## src/hw/rtl/cld_pkg.sv

```systemverilog
// ----------------------------------------------------------------------------
// Delta patch decoder package
// Result kind codes and fixed constants shared by the decoder and its checker.
// ----------------------------------------------------------------------------
package cld_pkg;

    typedef logic [1:0] t_kind;

    localparam t_kind KIND_LITERAL = 2'd0;
    localparam t_kind KIND_COPY    = 2'd1;
    localparam t_kind KIND_END     = 2'd2;

    // A copy moves the 15-bit header length plus this bias.
    localparam logic [15:0] COPY_BIAS = 16'd6;

endpackage

```

## src/hw/rtl/copy_literal_delta_decoder_top.sv

```systemverilog
// ----------------------------------------------------------------------------
// Copy/literal delta patch decoder
// Parses delta command bytes into literal bytes and copy commands.
// ----------------------------------------------------------------------------
// The decoder accepts one command byte per clock cycle while o_in_ready is
// high. The parse state (phase, header, offset, literal count, consumed and
// output positions) is updated at the edge that accepts the byte. Any result
// that byte produces appears in the output register at that same edge, so a
// result reaches the output port in the cycle after its byte. The output
// register is the only buffering. A byte can be taken while a result is on
// the output port, provided the sink takes that result in the same cycle.
// After the command that reaches the configured byte count, the result
// carries o_last and o_total_size. From then on, bytes are accepted and
// dropped until reset. Write i_cfg_wr_data only while the decoder is idle.
module copy_literal_delta_decoder_top (
    input  logic        i_clk,
    input  logic        i_rst_n,
    input  logic        i_cfg_wr_en,
    input  logic [31:0] i_cfg_wr_data,
    input  logic        i_in_valid,
    output logic        o_in_ready,
    input  logic [7:0]  i_delta_byte,
    output logic        o_out_valid,
    input  logic        i_out_ready,
    output logic [1:0]  o_kind,
    output logic [7:0]  o_data_byte,
    output logic [31:0] o_copy_offset,
    output logic [15:0] o_copy_length,
    output logic [31:0] o_dest_position,
    output logic        o_last,
    output logic [31:0] o_total_size
);

    localparam logic [2:0] PH_HLO  = 3'd0;
    localparam logic [2:0] PH_HHI  = 3'd1;
    localparam logic [2:0] PH_OFF0 = 3'd2;
    localparam logic [2:0] PH_OFF1 = 3'd3;
    localparam logic [2:0] PH_OFF2 = 3'd4;
    localparam logic [2:0] PH_OFF3 = 3'd5;
    localparam logic [2:0] PH_LIT  = 3'd6;

    logic [31:0] r_cmd_bytes;
    logic [2:0]  r_phase, n_phase;
    logic [15:0] r_header, n_header;
    logic [31:0] r_offset, n_offset;
    logic [14:0] r_lit_left, n_lit_left;
    logic [31:0] r_consumed, n_consumed;
    logic [31:0] r_out_pos, n_out_pos;
    logic        r_finished, n_finished;

    logic        r_out_valid;
    logic [1:0]  r_kind, n_kind;
    logic [7:0]  r_data, n_data;
    logic [31:0] r_copy_off, n_copy_off;
    logic [15:0] r_copy_len, n_copy_len;
    logic [31:0] r_dest, n_dest;
    logic        r_last, n_last;
    logic [31:0] r_total, n_total;
    logic        n_emit;

    logic        accept;
    logic [32:0] consumed_sum;
    logic [32:0] pos_sum;
    logic [15:0] copy_len;
    logic [15:0] pos_inc;
    logic [14:0] lit_dec;
    logic        end_reached;

    assign o_in_ready = !r_out_valid || i_out_ready;
    assign accept     = i_in_valid && o_in_ready;

    assign consumed_sum = {1'b0, r_consumed} + 33'd1;
    assign copy_len     = {1'b0, r_header[14:0]} + cld_pkg::COPY_BIAS;
    assign pos_inc      = (r_phase == PH_LIT) ? 16'd1 : copy_len;
    assign pos_sum      = {1'b0, r_out_pos} + {17'd0, pos_inc};
    assign lit_dec      = r_lit_left - 15'd1;

    always_comb begin
        n_phase    = r_phase;
        n_header   = r_header;
        n_offset   = r_offset;
        n_lit_left = r_lit_left;
        n_consumed = consumed_sum[32] ? 32'hffff_ffff : consumed_sum[31:0];
        n_out_pos  = r_out_pos;
        n_finished = r_finished;
        n_emit     = 1'b0;
        n_kind     = cld_pkg::KIND_LITERAL;
        n_data     = 8'd0;
        n_copy_off = 32'd0;
        n_copy_len = 16'd0;
        n_dest     = r_out_pos;
        n_last     = 1'b0;
        n_total    = 32'd0;
        // The end test uses the consumed count including this byte.
        end_reached = (n_consumed >= r_cmd_bytes);

        unique case (r_phase)
            PH_HHI: begin
                n_header = {i_delta_byte, r_header[7:0]};
                if (i_delta_byte[7]) begin
                    n_offset = 32'd0;
                    n_phase  = PH_OFF0;
                end else begin
                    n_lit_left = {i_delta_byte[6:0], r_header[7:0]};
                    if (n_lit_left != 15'd0) begin
                        n_phase = PH_LIT;
                    end else begin
                        // Empty literal: only visible when it ends the patch.
                        n_phase = PH_HLO;
                        if (end_reached) begin
                            n_finished = 1'b1;
                            n_emit     = 1'b1;
                            n_kind     = cld_pkg::KIND_END;
                            n_last     = 1'b1;
                            n_total    = r_out_pos;
                        end
                    end
                end
            end
            PH_OFF0: begin
                n_offset[7:0] = i_delta_byte;
                n_phase       = PH_OFF1;
            end
            PH_OFF1: begin
                n_offset[15:8] = i_delta_byte;
                n_phase        = PH_OFF2;
            end
            PH_OFF2: begin
                n_offset[23:16] = i_delta_byte;
                n_phase         = PH_OFF3;
            end
            PH_OFF3: begin
                n_offset[31:24] = i_delta_byte;
                n_out_pos  = pos_sum[32] ? 32'hffff_ffff : pos_sum[31:0];
                n_phase    = PH_HLO;
                n_emit     = 1'b1;
                n_kind     = cld_pkg::KIND_COPY;
                n_copy_off = n_offset;
                n_copy_len = copy_len;
                if (end_reached) begin
                    n_finished = 1'b1;
                    n_last     = 1'b1;
                    n_total    = n_out_pos;
                end
            end
            PH_LIT: begin
                n_out_pos  = pos_sum[32] ? 32'hffff_ffff : pos_sum[31:0];
                n_lit_left = lit_dec;
                n_emit     = 1'b1;
                n_kind     = cld_pkg::KIND_LITERAL;
                n_data     = i_delta_byte;
                if (lit_dec == 15'd0) begin
                    n_phase = PH_HLO;
                    if (end_reached) begin
                        n_finished = 1'b1;
                        n_last     = 1'b1;
                        n_total    = n_out_pos;
                    end
                end
            end
            default: begin
                // Header low byte; the unused phase code lands here too.
                n_header = {8'd0, i_delta_byte};
                n_phase  = PH_HHI;
            end
        endcase
    end

    always_ff @(posedge i_clk) begin
        if (!i_rst_n) begin
            r_cmd_bytes <= 32'd0;
            r_phase     <= PH_HLO;
            r_header    <= 16'd0;
            r_offset    <= 32'd0;
            r_lit_left  <= 15'd0;
            r_consumed  <= 32'd0;
            r_out_pos   <= 32'd0;
            r_finished  <= 1'b0;
            r_out_valid <= 1'b0;
        end else begin
            if (i_cfg_wr_en) begin
                r_cmd_bytes <= i_cfg_wr_data;
            end
            if (accept && !r_finished) begin
                r_phase     <= n_phase;
                r_header    <= n_header;
                r_offset    <= n_offset;
                r_lit_left  <= n_lit_left;
                r_consumed  <= n_consumed;
                r_out_pos   <= n_out_pos;
                r_finished  <= n_finished;
                r_out_valid <= n_emit;
            end else if (i_out_ready) begin
                r_out_valid <= 1'b0;
            end
        end
    end

    always_ff @(posedge i_clk) begin
        if (accept && !r_finished && n_emit) begin
            r_kind     <= n_kind;
            r_data     <= n_data;
            r_copy_off <= n_copy_off;
            r_copy_len <= n_copy_len;
            r_dest     <= n_dest;
            r_last     <= n_last;
            r_total    <= n_total;
        end
    end

    assign o_out_valid     = r_out_valid;
    assign o_kind          = r_kind;
    assign o_data_byte     = r_data;
    assign o_copy_offset   = r_copy_off;
    assign o_copy_length   = r_copy_len;
    assign o_dest_position = r_dest;
    assign o_last          = r_last;
    assign o_total_size    = r_total;

endmodule

```

## config.mk

```make
export PLATFORM = sky130hd
export DESIGN_NAME = copy_literal_delta_decoder_top
export DESIGN_NICKNAME = d
export VERILOG_FILES = /design/src/hw/rtl/cld_pkg.sv /design/src/hw/rtl/copy_literal_delta_decoder_top.sv
export SDC_FILE = /design/constraint.sdc
export NUM_CORES = 1
export LEC_CHECK = 0
export BUFFER_PORTS_ARGS = -buffer_cell sky130_fd_sc_hd__buf_2
export CAP_MARGIN = 25
export CORE_ASPECT_RATIO = 1.2
export CORE_MARGIN = 5
export CORE_UTILIZATION = 35
export DETAILED_ROUTE_END_ITERATION = 10
export MAX_ROUTING_LAYER = met4
export PLACE_DENSITY_LB_ADDON = 0.12
export SETUP_SLACK_MARGIN = 0.1
export SYNTH_ARGS = -nofsm -noshare
export SYNTH_HDL_FRONTEND = slang
export SYNTH_SLANG_ARGS = --single-unit
```

## constraint.sdc

```tcl
create_clock -name i_clk -period 17.8 [get_ports i_clk]
set_input_delay 2.67 -clock i_clk [delete_from_list [all_inputs] [get_ports i_clk]]
set_output_delay 2.67 -clock i_clk [all_outputs]
set_load 0.01 [all_outputs]
```

==> summary.md <==
| Metric | Value |
|---|---|
| # Post-CTS Setup Buffers | 0 |
| Worst-path clk slew | 60 ps |
| Area contributors post-synth | edfxtp_1 27%, dfxtp_1 23%, nor2_1 5.1% |
| Die Wd | 191 um |
| Worst-case hold path end point | r_offset[8]$_SDFFE_PN0P_ |
| Global placement routability congestion | 0.838 |
| R2R Path Start | r_consumed[0]$_SDFFE_PN0P_ |
| Hold Path Depth | 2 |
| HP Class | flop to flop |
| DRT Pass-1 Iters | 5 |
| Layout Cells excl Fill | 2131 |
| Sw power | 0.347 mW |
| Worst-path cell chain | ha_1 -> nand3_1 -> nor4_4 -> and4_1 -> and3_1 -> nand4_1 -> nor2_1 -> nand3_1 -> o21a_1 -> ha_1 -> nand4_1 -> or2_2 -> a311oi_1 -> o21ai_1 -> buf_4 -> o21ai_4 -> buf_4 |
| WP data arrival | 6850 ps |
| Max_slew headroom | 0.361 |
| Synth Warn # | 0 |
| Reg2reg path depth | 17 |
| Hold-fix buffers at CTS | 0 |
| Gr ovfl total | 0 |
| Primary FF master, synth | dfxtp_1 |
| Worst slew pin tran | 959 ps |
| Crit path buffers/inverters | 2 |
| Clock network fraction of total power | 0.458 |
| Comb power frac | 0.069 |
| EDFF count, synth | 123 |
| Sw Ratio | 0.240 |
| Leakage | 6.56 nW |
| Total Wirelength | 37900 um |
| DRC | 0 |
| Critical path required time | 17990 ps |
| Total GRT Usage | 0.175 |
| Clk sink count | 278 |
| Routed Antenna Nets | 0 |
| Area Growth Syn to Fin | 17.4% |
| Fill cells | 3880 |
| Power Density | 89.6 nW/um^2 |
| Crit. End Element | flop |
| Die area | 43500 um^2 |
| Tcrit/Tclk final | 0.374 |
| Hold_sp | r_offset[8]$_SDFFE_PN0P_ |
| Net Count, Synth | 1552 |
| Num ports | 170 |
| Vias in the first global route | 10800 |
| Count leader, synth | nor2_1 |
| Starting Density | 0.355 |
| Crit-path slowest cell | buf_4 |
| CTS Buf Count | 31 |
| Mapped Area | 13800 um^2 |
| First DRT Iteration DRCs | 671 |
| Clk buf depth | 3 |
| Cells after Synth | 1454 |
| Largest net degree at the start of global routing | 93 |
| Max-cap violations | 0 |
| FMAX | 150 MHz |
| H-tree levels | 1 |
| Dpl hpwl | 26000 um |
| Antenna violations before repair | 0 |
| CP startpoint kind | flop |
| Ratio of cells with drive above 1 in the final layout | 0.170 |
| TNS Setup | 0 ps |
| Max VDD drop | 0.0664 mV |
| Crit path largest cell delay | 810 ps |
| Status | complete, no violations |
| Top-area cell type share of the netlist area | 0.268 |
| Fin. Hold Viols | 0 |
| Clk_lat worst skew | 580 ps |
| First-pass GRT wire length | 60200 um |
| TritonCTS clock tree | yes |
| Reg-to-Reg End | o_copy_offset[25]$_SDFFCE_PN0P_ |
| P_int | 1.10 mW |
| IO buf count | 169 |
| RSZ-0062 raised after global routing | no |
| Via count | 11000 |
| Crit path kind | flop to flop |
| R2R setup slack | 11140 ps |
| Most frequent cells after synthesis | 187 x nor2_1, 155 x dfxtp_1, 123 x edfxtp_1 |
| Synth cell types | 67 |
| Flops & latches, synth | 278 |
| Power share of the sequential group | 0.473 |
| Sequential share of the synthesized area | 0.493 |
| Vias per inst | 5.18 |
| CP top delay family | simple AND/OR/NAND/NOR gates |
| Core region area | 38800 um^2 |
| Count of final setup violators | 0 |
| Crit path max fanout | 71 |
| Nets | 1678 |
| Clock root cell | clkbuf_16 |
| Top cell type by total area after synthesis | edfxtp_1 |
| PostCTS Resize Cnt | 0 |
| Async set-reset flop share out of synthesis | 0 |
| Max-slew violations | 0 |
| Cell Rows | 79 |
| ANT cells | 0 |
| Placed cells | 2071 |
| Final min period | 6660 ps |
| Mapped Avg Cell Area | 9.48 um^2 |
| Chip height | 227 um |
| WL/cell | 17.8 um |
| Clk_skew | 15.1 ps |
-- power by group through the flow --
stage / logic [mW] / clock network (mW) / registers [mW]
finish: 0.0995 / 0.665 / 0.686
global route: 0.112 / 0.712 / 0.687
CTS: 0.101 / 0.686 / 0.686
detailed placement: 0.100 / 0 / 0.700
global placement: 0.0986 / 0 / 0.699
floorplan: 0.0715 / 0 / 0.696
-- cells by family (layout without fill, tap and decap cells) --
| family | after synthesis | in the layout | share of synthesized area |
|---|---|---|---|
| AO/OA/AOI/OAI | 368 | 368 | 0.176 |
| XOR/XNOR | 52 | 52 | 0.0330 |
| adder cells (fa/ha/maj) | 53 | 53 | 0.0486 |
| buffers and inverters | 147 | 298 | 0.0421 |
| flip-flops | 278 | 278 | 0.493 |
| multiplexers | 34 | 34 | 0.0249 |
| AND/OR/NAND/NOR | 522 | 522 | 0.182 |
-- how the worst max path moves through the flow --
stage                               start                               to  slack, ps  cells after the start
2_1_floorplan  r_consumed[0]$_SDFFE_PN0P_   o_copy_length[0]$_SDFFCE_PN0P_       4190                     19
3_3_place_gp   r_consumed[0]$_SDFFE_PN0P_  o_copy_offset[28]$_SDFFCE_PN0P_      11290                     17
3_5_place_dp   r_consumed[0]$_SDFFE_PN0P_  o_copy_offset[28]$_SDFFCE_PN0P_      11100                     17
4_1_cts        r_consumed[0]$_SDFFE_PN0P_  o_copy_offset[30]$_SDFFCE_PN0P_      11070                     17
5_1_grt        r_consumed[0]$_SDFFE_PN0P_  o_copy_offset[30]$_SDFFCE_PN0P_      10540                     17
6_report       r_consumed[0]$_SDFFE_PN0P_  o_copy_offset[25]$_SDFFCE_PN0P_      11140                     17
-- state kept, by name (all words and copies together) (netlist names) --
register         count
n_dest              32
o_copy_offset       32
o_dest_position     32
o_total_size        32
r_cmd_bytes         32
r_consumed          32
r_offset            24
o_copy_length       16
r_header            15
r_lit_left          15
o_data_byte          8
r_phase              3
o_kind               2
o_last               1
o_out_valid          1
r_finished           1
-- tightest hold or removal path, cell delays in order (launching register included) --
cell	delay, ps
dfxtp_1	310
nand2_1	50
a21oi_1	50
-- area by class of cell --
type,count,area [um^2],share of cell area
clock inverters,22,258,0.0159
flip-flops and latches,278,6800,0.420
clock buffers,36,795,0.0491
well taps,526,658,0.0407
multi-input cells,1029,6460,0.399
inverters,54,208,0.0128
repair buffers,186,1010,0.0626
-- per-stage QoR --
stage | hold slack [ps] | area [um^2] | power [mW] | utilization | setup WS, ps
2_1_floorplan | 406 | 13800 | 0.768 | - | 4190
3_3_place_gp | 436 | 15100 | 0.798 | 0.388 | 11290
3_5_place_dp | 441 | 15100 | 0.800 | 0.389 | 11100
4_1_cts | 450 | 16200 | 1.47 | 0.416 | 11070
5_1_grt | 460 | 16200 | 1.51 | 0.417 | 10540
6_report | 452 | 16200 | 1.45 | 0.417 | 11140
-- cell usage in the layout, fill, tap and decap left out, drive strengths merged, types with 32 or more instances in the layout --
master,n
clkbuf,36
nand3,47
and3,54
buf,186
o21ai,62
nand2,105
nor2,187
dfxtp,155
inv,55
edfxtp,123
a21oi,119
ha,52
mux2i,32
xnor2,35
-- metal layers --
metal | wire length, um | track usage
met1 | 17500 | 0.230
met2 | 18100 | 0.288
met3 | 1510 | 0.0207
met4 | 845 | 0.0487
met5 | 0 | -
No activity file was read; power rests on OpenSTA's default activity.
